## src/rtl/skhst_pkg.sv

```systemverilog
// Shared constants and types for the string key hash slot table.
// No dependencies; the top level takes everything here by scoped name.
package skhst_pkg;

  // Fixed field widths of the command and result words
  localparam int CHAR_W       = 8;
  localparam int SLOT_OUT_W   = 7;
  localparam int STATUS_W     = 3;
  localparam int COUNT_OUT_W  = 7;

  // Defaults for the top-level parameters
  localparam int DEF_TABLE_SLOTS   = 101;
  localparam int DEF_MAX_KEY_CHARS = 15;

  // Multiplier applied to the remainder of the weighted sum before the second slot reduction
  localparam int HASH_MULT = 19;

  // Action codes
  localparam logic ACT_ADD    = 1'b0;
  localparam logic ACT_DELETE = 1'b1;

  // Result status codes
  typedef enum logic [STATUS_W-1:0] {
    ST_ADDED     = 3'd0,
    ST_ADD_BUSY  = 3'd1,
    ST_DELETED   = 3'd2,
    ST_DEL_EMPTY = 3'd3,
    ST_OVERLONG  = 3'd4
  } status_t;

  // Control bits that travel down the slot pipeline with each finished key
  typedef struct packed {
    logic vld;
    logic act;
    logic ovl;
  } ctl_t;

endpackage

```

## src/rtl/string_key_hash_slot_table_unit.sv

```systemverilog
// String key hash slot table: accumulates a key one character per word,
// hashes it to a slot and adds or deletes that slot. Depends on skhst_pkg.
//
//  Channel  Handshake                 Payload
//  -------  ------------------------  ------------------------------------------
//  input    start, busy (accept when  in_action, in_key_char, in_last_char
//           start and not busy)
//  result   out_valid (one-cycle      out_slot_index, out_status, out_entry_count
//           strobe, no back-pressure)
//
// One character word is accepted every cycle; busy is high only during reset
// and the first cycle after it. The result for a key is registered through
// the accumulate stage (loaded at the edge that accepts its last character),
// five stages of modulo reduction (two reciprocal multiply / subtract passes)
// and the table update, which raises the result strobe and loads the word.
// The occupancy bits are flip-flops cleared at once by reset; no clearing pass.
// The receiver cannot stall, so nothing ever holds the pipeline.
module string_key_hash_slot_table_unit #(
  parameter int TABLE_SLOTS   = skhst_pkg::DEF_TABLE_SLOTS,
  parameter int MAX_KEY_CHARS = skhst_pkg::DEF_MAX_KEY_CHARS
) (
  input  logic                             clk,
  input  logic                             rst_n,
  input  logic                             start,
  output logic                             busy,
  input  logic                             in_action,
  input  logic [skhst_pkg::CHAR_W-1:0]      in_key_char,
  input  logic                             in_last_char,
  output logic                             out_valid,
  output logic [skhst_pkg::SLOT_OUT_W-1:0]  out_slot_index,
  output logic [skhst_pkg::STATUS_W-1:0]    out_status,
  output logic [skhst_pkg::COUNT_OUT_W-1:0] out_entry_count
);

  localparam int CHAR_W     = skhst_pkg::CHAR_W;
  localparam int OUT_SLOT_W = skhst_pkg::SLOT_OUT_W;
  localparam int OUT_CNT_W  = skhst_pkg::COUNT_OUT_W;
  localparam int POS_W      = $clog2(MAX_KEY_CHARS + 2);
  localparam int SUM_MAX    = ((2 ** CHAR_W) - 1) * MAX_KEY_CHARS * (MAX_KEY_CHARS + 1) / 2;
  localparam int SUM_W      = $clog2(SUM_MAX + 1);
  localparam int SLOT_W     = $clog2(TABLE_SLOTS);
  localparam int CNT_W      = $clog2(TABLE_SLOTS + 1);
  localparam int R_W        = $clog2(2 * TABLE_SLOTS);
  localparam int X1_W       = (SUM_W > R_W) ? SUM_W : R_W;
  localparam int M1         = (2 ** X1_W) / TABLE_SLOTS;
  localparam int X2_W       = $clog2(skhst_pkg::HASH_MULT * TABLE_SLOTS);
  localparam int M2         = (2 ** X2_W) / TABLE_SLOTS;
  localparam int TERM_W     = CHAR_W + POS_W;
  localparam int LATENCY    = 7;

  // Accept and key accumulation state
  logic                 busy_r;
  logic                 accept;
  logic [SUM_W-1:0]     sum_r;
  logic [POS_W-1:0]     pos_r;
  logic                 ovl;
  logic [TERM_W-1:0]    term;
  logic [SUM_W-1:0]     sum_add;

  // Pipeline stages: control and payload
  skhst_pkg::ctl_t      ctl_r [1:6];
  logic [X1_W-1:0]      s1_sum_r;
  logic [X1_W-1:0]      s2_sum_r;
  logic [X1_W-1:0]      s2_q_r;
  logic [R_W-1:0]       s3_r_r;
  logic [X2_W-1:0]      s4_x_r;
  logic [X2_W-1:0]      s5_x_r;
  logic [X2_W-1:0]      s5_q_r;
  logic [R_W-1:0]       s6_r_r;
  logic [2*X1_W-1:0]    prod1;
  logic [2*X2_W-1:0]    prod2;
  logic [R_W-1:0]       r1_fix;
  logic [R_W-1:0]       r2_fix;

  // Table and result
  logic [TABLE_SLOTS-1:0] used_r;
  logic [TABLE_SLOTS-1:0] used_nxt;
  logic [CNT_W-1:0]       cnt_r;
  logic [CNT_W-1:0]       cnt_nxt;
  logic [SLOT_W-1:0]      slot;
  logic [SLOT_W-1:0]      slot_res;
  skhst_pkg::status_t     status_nxt;
  logic                   out_valid_r;
  logic [OUT_SLOT_W-1:0]  out_slot_r;
  skhst_pkg::status_t     out_status_r;
  logic [OUT_CNT_W-1:0]   out_cnt_r;

  assign accept  = start && !busy_r;
  assign ovl     = pos_r > POS_W'(MAX_KEY_CHARS);
  assign term    = TERM_W'(in_key_char) * TERM_W'(pos_r);
  assign sum_add = sum_r + SUM_W'(term);

  // Hold busy through reset, then accept a word every cycle
  always_ff @(posedge clk) begin
    if (!rst_n) begin
      busy_r <= 1'b1;
    end else begin
      busy_r <= 1'b0;
    end
  end

  // Accumulate the weighted sum; restart on the last character
  always_ff @(posedge clk) begin
    if (!rst_n) begin
      sum_r <= '0;
      pos_r <= POS_W'(1);
    end else if (accept) begin
      if (in_last_char) begin
        sum_r <= '0;
        pos_r <= POS_W'(1);
      end else if (!ovl) begin
        sum_r <= sum_add;
        pos_r <= pos_r + POS_W'(1);
      end
    end
  end

  // Advance control bits down the pipeline
  always_ff @(posedge clk) begin
    if (!rst_n) begin
      for (int i = 1; i <= 6; i++) begin
        ctl_r[i] <= '0;
      end
    end else begin
      ctl_r[1].vld <= accept && in_last_char;
      ctl_r[1].act <= in_action;
      ctl_r[1].ovl <= ovl;
      for (int i = 2; i <= 6; i++) begin
        ctl_r[i] <= ctl_r[i-1];
      end
    end
  end

  // First reduction: sum mod slots through a reciprocal estimate
  assign prod1  = (2*X1_W)'(s1_sum_r) * (2*X1_W)'(M1);
  assign r1_fix = (s3_r_r >= R_W'(TABLE_SLOTS)) ? s3_r_r - R_W'(TABLE_SLOTS) : s3_r_r;
  // Second reduction: (remainder * multiplier) mod slots
  assign prod2  = (2*X2_W)'(s4_x_r) * (2*X2_W)'(M2);
  assign r2_fix = (s6_r_r >= R_W'(TABLE_SLOTS)) ? s6_r_r - R_W'(TABLE_SLOTS) : s6_r_r;

  always_ff @(posedge clk) begin
    s1_sum_r <= ovl ? '0 : X1_W'(sum_add);
    s2_sum_r <= s1_sum_r;
    s2_q_r   <= X1_W'(prod1 >> X1_W);
    s3_r_r   <= R_W'(s2_sum_r - s2_q_r * X1_W'(TABLE_SLOTS));
    s4_x_r   <= X2_W'(r1_fix) * X2_W'(skhst_pkg::HASH_MULT);
    s5_x_r   <= s4_x_r;
    s5_q_r   <= X2_W'(prod2 >> X2_W);
    s6_r_r   <= R_W'(s5_x_r - s5_q_r * X2_W'(TABLE_SLOTS));
  end

  assign slot = SLOT_W'(r2_fix);

  // Update occupancy and count for the finished key
  always_comb begin
    used_nxt   = used_r;
    cnt_nxt    = cnt_r;
    slot_res   = '0;
    status_nxt = skhst_pkg::ST_OVERLONG;
    if (ctl_r[6].vld && !ctl_r[6].ovl) begin
      slot_res = slot;
      case (ctl_r[6].act)
        skhst_pkg::ACT_ADD: begin
          if (!used_r[slot]) begin
            used_nxt[slot] = 1'b1;
            cnt_nxt        = cnt_r + CNT_W'(1);
            status_nxt     = skhst_pkg::ST_ADDED;
          end else begin
            status_nxt = skhst_pkg::ST_ADD_BUSY;
          end
        end
        skhst_pkg::ACT_DELETE: begin
          if (used_r[slot]) begin
            used_nxt[slot] = 1'b0;
            cnt_nxt        = cnt_r - CNT_W'(1);
            status_nxt     = skhst_pkg::ST_DELETED;
          end else begin
            status_nxt = skhst_pkg::ST_DEL_EMPTY;
          end
        end
        default: begin
          status_nxt = skhst_pkg::ST_OVERLONG;
        end
      endcase
    end
  end

  // Hold the table state and the result strobe
  always_ff @(posedge clk) begin
    if (!rst_n) begin
      used_r      <= '0;
      cnt_r       <= '0;
      out_valid_r <= 1'b0;
    end else begin
      used_r      <= used_nxt;
      cnt_r       <= cnt_nxt;
      out_valid_r <= ctl_r[6].vld;
    end
  end

  // Load the result word
  always_ff @(posedge clk) begin
    if (ctl_r[6].vld) begin
      out_slot_r   <= OUT_SLOT_W'(slot_res);
      out_status_r <= status_nxt;
      out_cnt_r    <= OUT_CNT_W'(cnt_nxt);
    end
  end

  assign busy            = busy_r;
  assign out_valid       = out_valid_r;
  assign out_slot_index  = out_slot_r;
  assign out_status      = out_status_r;
  assign out_entry_count = out_cnt_r;

  // Entry count always matches the number of occupied slots
  a_count_matches: assert property (@(posedge clk) disable iff (!rst_n)
    $countones(used_r) == int'(cnt_r))
    else $error("entry count differs from occupancy");

  // A last character yields a result after the pipeline latency
  a_last_gives_result: assert property (@(posedge clk) disable iff (!rst_n)
    (start && !busy && in_last_char) |-> ##LATENCY out_valid)
    else $error("result missing for finished key");

  // A result always comes from an accepted last character
  a_result_has_key: assert property (@(posedge clk) disable iff (!rst_n)
    out_valid |-> $past(start && !busy && in_last_char, LATENCY))
    else $error("result without finished key");

  // Refused and overlong operations leave the count unchanged
  a_refusal_keeps_count: assert property (@(posedge clk) disable iff (!rst_n)
    (out_valid && (out_status_r == skhst_pkg::ST_OVERLONG ||
                   out_status_r == skhst_pkg::ST_ADD_BUSY ||
                   out_status_r == skhst_pkg::ST_DEL_EMPTY))
    |-> cnt_r == $past(cnt_r))
    else $error("count changed on refused operation");

endmodule

```

## config.mk

```make
export PLATFORM = sky130hd
export DESIGN_NAME = string_key_hash_slot_table_unit
export DESIGN_NICKNAME = d
export VERILOG_FILES = /design/src/rtl/skhst_pkg.sv /design/src/rtl/string_key_hash_slot_table_unit.sv
export SDC_FILE = /design/constraint.sdc
export NUM_CORES = 1
export LEC_CHECK = 0
export BUFFER_PORTS_ARGS = -buffer_cell sky130_fd_sc_hd__buf_2
export CORE_AREA = 2 2 209 190
export DETAILED_ROUTE_END_ITERATION = 8
export DIE_AREA = 0 0 211 192
export SLEW_MARGIN = 20
export SYNTH_ARGS = -nofsm -noshare
export SYNTH_HDL_FRONTEND = slang
export SYNTH_SLANG_ARGS = --single-unit
```

## constraint.sdc

```tcl
create_clock -name clk -period 7.8 [get_ports clk]
set_clock_uncertainty 0.05 [all_clocks]
set_input_delay 0.78 -clock clk [delete_from_list [all_inputs] [get_ports clk]]
set_output_delay 0.78 -clock clk [all_outputs]
set_load 0.02 [all_outputs]
```

==> results.yml <==
place:
  place_inst: 2080
  hpwlAfterDp_um: 26800
  portBuffers: 31
  finalWeightedCongestion: 0.893
sta:
  slew_violations: 0
  tightestPinTransition_ps: 1170
  min_period_over_period_pct: 70.4
  setup_viol: 0
  fin_crit_ps: 5490
  hold_violations: 0
  whs_ps: 299
  relSlewSlack_pct: 21.5
  fmax_mhz: 182
  rsz0062_at_grt: "no"
  setup-tns-final_ps: 0
synthesis:
  async_flop_share_pct: 0
  yosysUniqueCellTypes: 91
  syn_inst: 1627
  synth_flop_cell: "dfxtp_1"
  synth-edff-count: 17
  syn_avg_cell_area_um2: 9.31
  synth_top_area_share_pct: 28.9
  synth_seq_cells: 236
  netlist_area_um2: 15200
  synth_nets: 1855
  yosys-top-cells-area: "dfxtp_1, ha_1, fa_1"
  ys_seq_area_share_pct: 32.3
  yosys_warnings: 0
  yosysTopAreaCell: "dfxtp_1"
routing:
  ant_nets: 0
  first_iter_violations: 907
  num_vias: 11900
  finalWirelength_um: 37600
  wl_per_cell_um: 17.7
  drc: 0
  firstDrtPassIters: 5
  via_per_inst: 5.62
flow_run:
  cap_violations: 0
floorplanning:
  coreArea_um2: 38200
  die_x_um: 211
  io_pins: 32
  rows: 68
  start_util_pct: 39.7
  die-area_um2: 40500
  die_h_um: 192
clock_tree:
  htree_levels: 1
  insertion_delay_ps: 560
  clockBufferDepth: 3
  cts_hold_buf: 0
  clock_sinks: 236
  cts_tree: "done"
  cts_made_buffers: 27
  cts.repair.resized: 0
  clkTransAtPathRegs_ps: 60
  post_cts_buffers: 0
  cts.root.buffer_cell: "clkbuf_16"
cells_and_area:
  final_cells: 2128
  syn_to_final_growth_pct: 9.74
  antennaDiodeCount: 0
  mostFrequentLayoutCells: "dfxtp_1, inv_1, ha_1, nand2_1, nor2_1"
  nFillCells: 3632
  drive_gt1_share_pct: 9.77
  final_common_cell: "dfxtp_1"
  nNetsFinal: 1847
  multiInputGateArea_um2: 9270
  regArea_um2: 4890
critical_path:
  start_kind: "flip-flop"
  endpoint_kind: "flip-flop"
  required_ps: 8240
  critical_path_class: "reg -> reg"
  reg2reg_from: "s6_r_r[1]"
  r2r_cells: 14
  path_max_fanout: 29
  r2r_slack_ps: 2310
  worst_ep_arrival_time_ps: 5930
outcome:
  status: "finished, final reports clean"
global_route:
  gr-usage-all-layers_pct: 18.8
  grt_max_degree: 74
  antenna_found_initial: 0
  grt_pass1_vias: 11800
  gr-total-overflow: 0
  grt_pass1_wl_um: 61800
worst_hold_path:
  hold_end: "s5_x_r[1]"
  hold_depth: 0
  hp-start: "s4_x_r[1]"
  hold_class: "reg -> reg"
[cell type report]
class | count | area share, %
multi-input cells | 1121 | 55.8
flip-flops and latches | 236 | 29.4
clock buffers | 37 | 4.59
inverters | 183 | 4.13
well taps | 490 | 3.69
repair buffers | 50 | 1.79
clock inverters | 11 | 0.617
[logic make-up (layout without fill, tap and decap cells)]
kind of cell	count (synthesis)	after routing	synth area share, %
simple gates	416	416	14.0
compound gates	381	381	18.9
buf+inv	270	281	7.04
flops	236	236	32.3
fa+ha+maj	215	215	20.3
xor+xnor	70	70	4.05
mux	39	39	3.45
[cell usage after synthesis, drive strengths merged (8+ instances only)]
cell type  instances
dfxtp            219
inv              183
ha               164
nand2            107
nor2              90
nor3              67
and2              61
a21oi             60
xnor2             55
clkbuf            52
fa                51
a31oi             49
o21ai             47
o2bb2ai           37
buf               35
o221a             32
a41oi             27
o21a              24
mux2i             23
edfxtp            17
a22oi             16
nand2b            15
nand3             15
xor2              15
a22o              12
a21o              11
and3              11
nor2b             11
mux4              10
nor4               9
o21bai             9
o211ai             8
o22ai              8
or3                8
[per-stage QoR]
stage | area (um^2) | util [%] | setup WS (ps)
after floorplan | 15200 | - | 3140
after global placement | 15700 | 41.2 | 2580
after detailed placement | 15800 | 41.3 | 2420
after CTS | 16600 | 43.5 | 2390
after global routing | 16600 | 43.5 | 1910
final | 16600 | 43.5 | 2310
[worst max-delay path: stages (launching register included)]
cell and delay (ps):
dfxtp_1 600, inv_1 180, ha_1 230, nand2b_2 210, a21boi_4 360, o21ai_1 200, o21ai_1 500, nand2_1 620
o2111ai_1 370, nor3_1 110, a211oi_4 400, o31ai_4 70, buf_4 260, nor4_2 980, a22o_1 270
[per-layer routing]
layer / vias to the layer above / global-route usage (%) / share of wire, %
li1: 5753 / - / -
met1: 5748 / 25.3 / 45
met2: 358 / 30.7 / 45
met3: 90 / 2.96 / 6.2
met4: 0 / 6.61 / 3.4
met5: - / 0 / 0
[worst max path at each step]
stage,from,slack [ps],cells past startpoint,endpoint
final,s6_r_r[1],2310,14,flip-flop
after floorplan,in_key_char[0],3140,17,sum_r[14]
after detailed placement,s6_r_r[1],2420,14,flip-flop
after CTS,s6_r_r[1],2390,14,flip-flop
after global placement,s6_r_r[0],2580,15,flip-flop
after global routing,s6_r_r[1],1910,14,flip-flop
Power is left out: the tool's default activity adds up to more than one toggle a clock period on the data nets, which glitch-free logic cannot reach.
